--- src/hdl/cwsm_pkg.sv ---
// ----------------------------------------------------------------------------
// cwsm_pkg
// shared types, constants and the weight table of the 5x5 cone smoothing block
// ----------------------------------------------------------------------------
package cwsm_pkg;

    localparam int DEF_MAX_ROW_LENGTH = 2048;
    localparam int DEF_MAX_ROWS       = 4096;

    localparam int SAMPLE_W   = 16;
    localparam int ROW_LEN_W  = 12;
    localparam int ROW_CNT_W  = 13;
    localparam int CFG_DATA_W = 13;
    localparam int CFG_IDX_W  = 1;

    // register indexes of the configuration port
    localparam logic [CFG_IDX_W-1:0] REG_ROW_LENGTH = 1'd0;
    localparam logic [CFG_IDX_W-1:0] REG_ROW_COUNT  = 1'd1;

    localparam int WEIGHT_W  = 16;
    localparam int PROD_W    = 32;
    localparam int ACC_W     = 35;
    localparam int TSUM_W    = 18;

    // controller to datapath
    typedef struct packed {
        logic take;
        logic shift;
        logic mac;
        logic div_start;
        logic div_step;
        logic load_out;
    } cmd_t;

    // datapath to controller
    typedef struct packed {
        logic ignore;
        logic emit;
        logic mac_done;
        logic div_done;
        logic out_free;
    } status_t;

    // q1.15 weights, max(0, 1 - 0.4*distance), by row and column offset + 2
    function automatic logic [WEIGHT_W-1:0] weight(input logic [2:0] k, input logic [2:0] j);
        logic [2:0] dk;
        logic [2:0] dj;
        logic [WEIGHT_W-1:0] w;
        dk = (k > 3'd2) ? k - 3'd2 : 3'd2 - k;
        dj = (j > 3'd2) ? j - 3'd2 : 3'd2 - j;
        w = 16'd0;
        case ({dk, dj})
            6'o00: w = 16'd32768;
            6'o01, 6'o10: w = 16'd19661;
            6'o11: w = 16'd14232;
            6'o02, 6'o20: w = 16'd6554;
            6'o12, 6'o21: w = 16'd3459;
            default: w = 16'd0;
        endcase
        return w;
    endfunction

endpackage

--- src/hdl/cwsm_ctrl.sv ---
// ----------------------------------------------------------------------------
// cwsm_ctrl
// sequencer: read line store, shift window, accumulate, divide, hand over
// ----------------------------------------------------------------------------
module cwsm_ctrl (
    input  logic              aclk,
    input  logic              aresetn,
    input  logic              s_tvalid,
    output logic              s_tready,
    input  cwsm_pkg::status_t status,
    output cwsm_pkg::cmd_t    cmd
);

    localparam logic [2:0] ST_IDLE   = 3'd0;
    localparam logic [2:0] ST_READ   = 3'd1;
    localparam logic [2:0] ST_MAC    = 3'd2;
    localparam logic [2:0] ST_DSTART = 3'd3;
    localparam logic [2:0] ST_DIV    = 3'd4;
    localparam logic [2:0] ST_DONE   = 3'd5;

    logic [2:0] state_reg;
    logic [2:0] state_next;

    always_ff @(posedge aclk) begin
        if (!aresetn) begin
            state_reg <= ST_IDLE;
        end else begin
            state_reg <= state_next;
        end
    end

    always_comb begin
        state_next = state_reg;
        cmd        = '0;
        s_tready   = 1'b0;
        case (state_reg)
            ST_IDLE: begin
                s_tready = 1'b1;
                if (s_tvalid && !status.ignore) begin
                    cmd.take   = 1'b1;
                    state_next = ST_READ;
                end
            end
            ST_READ: begin
                cmd.shift  = 1'b1;
                state_next = status.emit ? ST_MAC : ST_IDLE;
            end
            ST_MAC: begin
                cmd.mac = 1'b1;
                if (status.mac_done) begin
                    state_next = ST_DSTART;
                end
            end
            ST_DSTART: begin
                cmd.div_start = 1'b1;
                state_next    = ST_DIV;
            end
            ST_DIV: begin
                cmd.div_step = 1'b1;
                if (status.div_done) begin
                    state_next = ST_DONE;
                end
            end
            ST_DONE: begin
                if (status.out_free) begin
                    cmd.load_out = 1'b1;
                    state_next   = ST_IDLE;
                end
            end
            default: begin
                state_next = ST_IDLE;
            end
        endcase
    end

endmodule

--- config.mk ---
export PLATFORM = sky130hd
export DESIGN_NAME = cwsm_ctrl
export DESIGN_NICKNAME = d
export VERILOG_FILES = /design/src/hdl/cwsm_pkg.sv /design/src/hdl/cwsm_ctrl.sv
export SDC_FILE = /design/constraint.sdc
export NUM_CORES = 1
export LEC_CHECK = 0
export BUFFER_PORTS_ARGS = -buffer_cell sky130_fd_sc_hd__buf_2
export CAP_MARGIN = 25
export CELL_PAD_IN_SITES_DETAIL_PLACEMENT = 1
export CELL_PAD_IN_SITES_GLOBAL_PLACEMENT = 1
export CORE_AREA = 5 5 42 44
export CTS_BUF_LIST = sky130_fd_sc_hd__clkbuf_16
export CTS_CLUSTER_SIZE = 25
export DETAILED_ROUTE_END_ITERATION = 8
export DIE_AREA = 0 0 47 49
export GPL_TIMING_DRIVEN = 1
export PLACE_DENSITY_LB_ADDON = 0.1
export SLEW_MARGIN = 20
export SYNTH_ARGS = -nofsm -noshare
export SYNTH_HDL_FRONTEND = slang
export SYNTH_SLANG_ARGS = --single-unit
--- constraint.sdc ---
create_clock -name aclk -period 0.9 [get_ports aclk]
set_input_delay 0.09 -clock aclk [delete_from_list [all_inputs] [get_ports aclk]]
set_output_delay 0.09 -clock aclk [all_outputs]
set_load 0.01 [all_outputs]
After elaboration in Yosys (flattened, before gate mapping). Cells that the tools add are included.

Input bits: 8. Word-level logic and storage cells: 29. Output and inout bits: 7. Bits in registers: 3.

Reductions and logical operators: 4. Equal/unequal tests: 9. Multiplexer cells: 15.

Operators with widths (number): $pmux W3 S6 (1); $mux W3 (4); $mux W1 (9); $ne A2 B2 Y1 const B (4); $eq A3 B2 Y1 const B (2); $eq A3 B3 Y1 const B (2); $reduce_and A4 Y1 (1); $eq A3 B1 Y1 const B (1); $logic_not A3 Y1 (1); $mux W2 (1); $logic_and A1 B1 Y1 (1); $logic_not A1 Y1 (1).

Logic depth before layout (Yosys ltp).
Depth after elaboration: 4. Gate-level depth with buffers: 4. Depth with buffers taken out: 3.

Worst setup path before layout. OpenSTA, ideal clock, no wires.

Kind: register to output. Start point: reg state_reg[0]. End point: out cmd[5] (netlist bit). Arrival: 0.857 ns. Data required time: 0.810 ns. Cell stages (with the launch flop): 3. Path slack: -0.047 ns. Path buffers: 1. Path through: dfxtp_1 -> buf_4 -> nor4_1.

RTL lines: start, declared (line cwsm_ctrl.sv:21) `logic [2:0] state_reg;`; start signal, assigned (line cwsm_ctrl.sv:28) `state_reg <= state_next;`; end, declared (line cwsm_ctrl.sv:11) `output cwsm_pkg::cmd_t cmd`.

==> flow_summary_export.csv <==
group,metric,value,unit
routing,wl_per_cell,12.4,um
die,start_util,15.4,%
die,chipWidth,47,um
layout,area_delta_synth_final,143,%
synth,synth_area_leaders,"dfxtp_1 28%, nand2b_1 8.7%, nor3b_1 7.0%, buf_6 5.2%, nand2_1 5.2%",
run_status,violations,"setup timing",
power_and_ir_drop,seqPwrFrac,15.7,%
die,die_h,49,um
synth,synth-seq-cells,3,
sta,tightest_slew,0.166,ns
power_and_ir_drop,power_density,1820,nW/um^2
sta,slew_viol_final,0,
routing,via_per_inst,4.18,
sta,slew_headroom,88.7,%
synth,ys_warn_count,0,
global_route,grt_pass1_vias,317,
power_and_ir_drop,finalPower,0.000954,W
clocking,clock_path_buffers,2,
global_route,antenna_found_initial,0,
global_route,grt_start_max_net_pins,13,
clocking,htreeDepth,1,
clocking,hold_buffers,0,
worst_setup_path,reg2reg_depth,5,
sta,fin_crit_sh,120,%
placed_design,gp_congestion,0.690,
sta,period_needed,1.08,ns
sta,setup_viol,9,
sta,fmax,923,MHz
worst_setup_path,setup.worst_path.start_class,"register",
synth,yosysUniqueCellTypes,18,
sta,final-hold-violation-count,0,
global_route,track_usage,8.17,%
sta,rsz0062_at_grt,"true",
global_route,overflow,0,
synth,syn_nets,36,
layout,final_nets,60,
synth,synth_area,215,um^2
placed_design,post-place-ws,-0.139,ns
power_and_ir_drop,combPwrFrac,11.1,%
power_and_ir_drop,vdd_drop_max,0.965,mV
worst_setup_path,required,0.81,ns
placed_design,dp.final_hpwl,572,um
routing,wl,829,um
worst_setup_path,end_kind,"primary output",
placed_design,dpl.cell_count,59,
routing,ant_nets,0,
die,coreArea,1400,um^2
die,ioPinCount,15,
clocking,cts-buffers-inserted,3,
clocking,cts_num_sinks,3,
worst_setup_path,cp_cell_sequence,"buf_6, nor3b_2, buf_2",
routing,num_vias,280,
clocking,cts-root-buf,"clkbuf_16",
placed_design,port-buffer-count,14,
synth,synth.cells.most_frequent,"3 x dfxtp_1, 3 x nand2_1, 3 x nand2b_1, 3 x nor2_1",
layout,fillers,167,
routing,detail_route.iter0.violations,2,
synth,ys_seq_area_share,27.9,%
layout,drive_above_1_share,74.5,%
sta,final.setup.worst_slack,-0.183,ns
clocking,clock_latency,0.22,ns
worst_setup_path,crit_type,"reg2out",
sta,finalClockSkew,0.000871,ns
clocking,clkSlewWorstSetupHoldPaths,0.03,ns
worst_hold_path,hp-class,"in2reg",
synth,ys.flop_type,"dfxtp_1",
synth,avgSynthCellArea,7.69,um^2
worst_setup_path,slowest_stage,"dfxtp_4",
worst_hold_path,holdPathStages,2,
power_and_ir_drop,pwr-share-clk,73.2,%
routing,drc,0,
layout,fin_util,37.3,%
worst_setup_path,max_stage_delay,0.36,ns
die,fp.dieArea,2300,um^2
flow_run,drv_cap,0,
synth,synth_async_sr_flop_share,0,%
synth,synth_edf_count,0,
power_and_ir_drop,swShare,19.2,%
die,row_count,14,
power_and_ir_drop,p_int,0.000770,W
layout,antenna_cells,0,
global_route,grt_pass1_wl,1.34,mm
synth,yosysTopAreaCell,"dfxtp_1",
power_and_ir_drop,power.switching,0.000183,W
layout,final_cells,67,
run_status,status,"finished, violations left",
synth,netlist.area_leader.share,27.9,%
worst_setup_path,critPathMaxFanout,6,
clocking,cts_tree,"yes",
worst_setup_path,crit_arrival,0.99,ns
layout,largest_reg_flops,3,
synth,syn_inst,28,
routing,drt_first_pass_iters,2,
power_and_ir_drop,p_leak,0.237,nW
[layout by cell type (no fill, tap or decap), types with 2 or more instances in the layout]
cell       netlist  final
buf_2            0     13
buf_4            1      2
buf_6            1      6
clkbuf_16        0      3
dfxtp_4          0      3
inv_1            2      3
nand2_1          3      2
nand2b_1         3      2
nor2_1           3      2
[through the flow]
stage | instance area [um^2] | setup TNS, ns | hold slack, ns
floorplan | 235 | 0 | 0.207
global placement | 329 | -0.470 | 0.316
detailed placement | 329 | -0.622 | 0.320
CTS | 482 | -1.35 | 0.0892
global route | 523 | -1.66 | 0.118
finish | 523 | -1.32 | 0.0954
[timing repair]
| item | 4_1_cts | 5_1_grt |
|---|---|---|
| buffers inserted | 3 | 1 |
| gates cloned | 0 | 0 |
| setup endpoints to repair | 10 | 10 |
| pin swaps | 6 | 2 |
| gates resized for setup | 13 | 7 |
[critical path: cells and delay by family, from the launching register on]
family	cells	cell delay, ns
simple gates	1	0.14
buf+inv	2	0.27
flops	1	0.36
[power by group through the flow]
stage | clock network [W] | registers, W | logic [W]
6_report | 0.000698 | 0.000150 | 0.000106
5_1_grt | 0.000726 | 0.000152 | 0.000116
4_1_cts | 0.000713 | 0.000148 | 0.0000924
3_5_place_dp | 0 | 0.000151 | 0.0000752
3_3_place_gp | 0 | 0.000150 | 0.0000723
2_1_floorplan | 0 | 0.000141 | 0.0000527
[worst paths after layout]
path / slack [ns] / endpoint / from
max: -0.18 / cmd[4] / state_reg[2]
min: 0.1 / state_reg[2] / aresetn
max reg2reg: -0.08 / state_reg[0] / state_reg[1]
min reg2reg: 0.57 / state_reg[1] / state_reg[1]
[kinds of logic (layout without fill, tap and decap cells)]
kind of cell    after synthesis  in the layout  synth area share, %
flops                         3              3                 27.9
buf+inv                       4             27                 12.2
simple gates                 15             15                 37.8
compound gates                5              5                 17.4
mux                           1              1                 4.65
[metal layers]
| layer | GRT usage [%] | share of wire [%] | vias to the layer above | wire, um |
|---|---|---|---|---|
| met5 | 0 | 0 | - | 0 |
| met4 | 5.53 | 2.1 | 0 | 17 |
| met3 | 4.06 | 12 | 2 | 97 |
| met2 | 12.0 | 47 | 14 | 392 |
| met1 | 8.79 | 39 | 121 | 321 |
| li1 | - | - | 143 | - |
[final cells by class]
class	count	area, um^2	area share (%)
clock buffer	3	75.1	14.4
clock inverter	1	3.75	0.718
inverter	2	7.51	1.44
multi-input combinational	21	198	37.8
sequential	3	71.3	13.6
tap	16	20.0	3.83
timing repair buffer	21	148	28.2
Note: power is estimated with default switching activity, not from simulation.
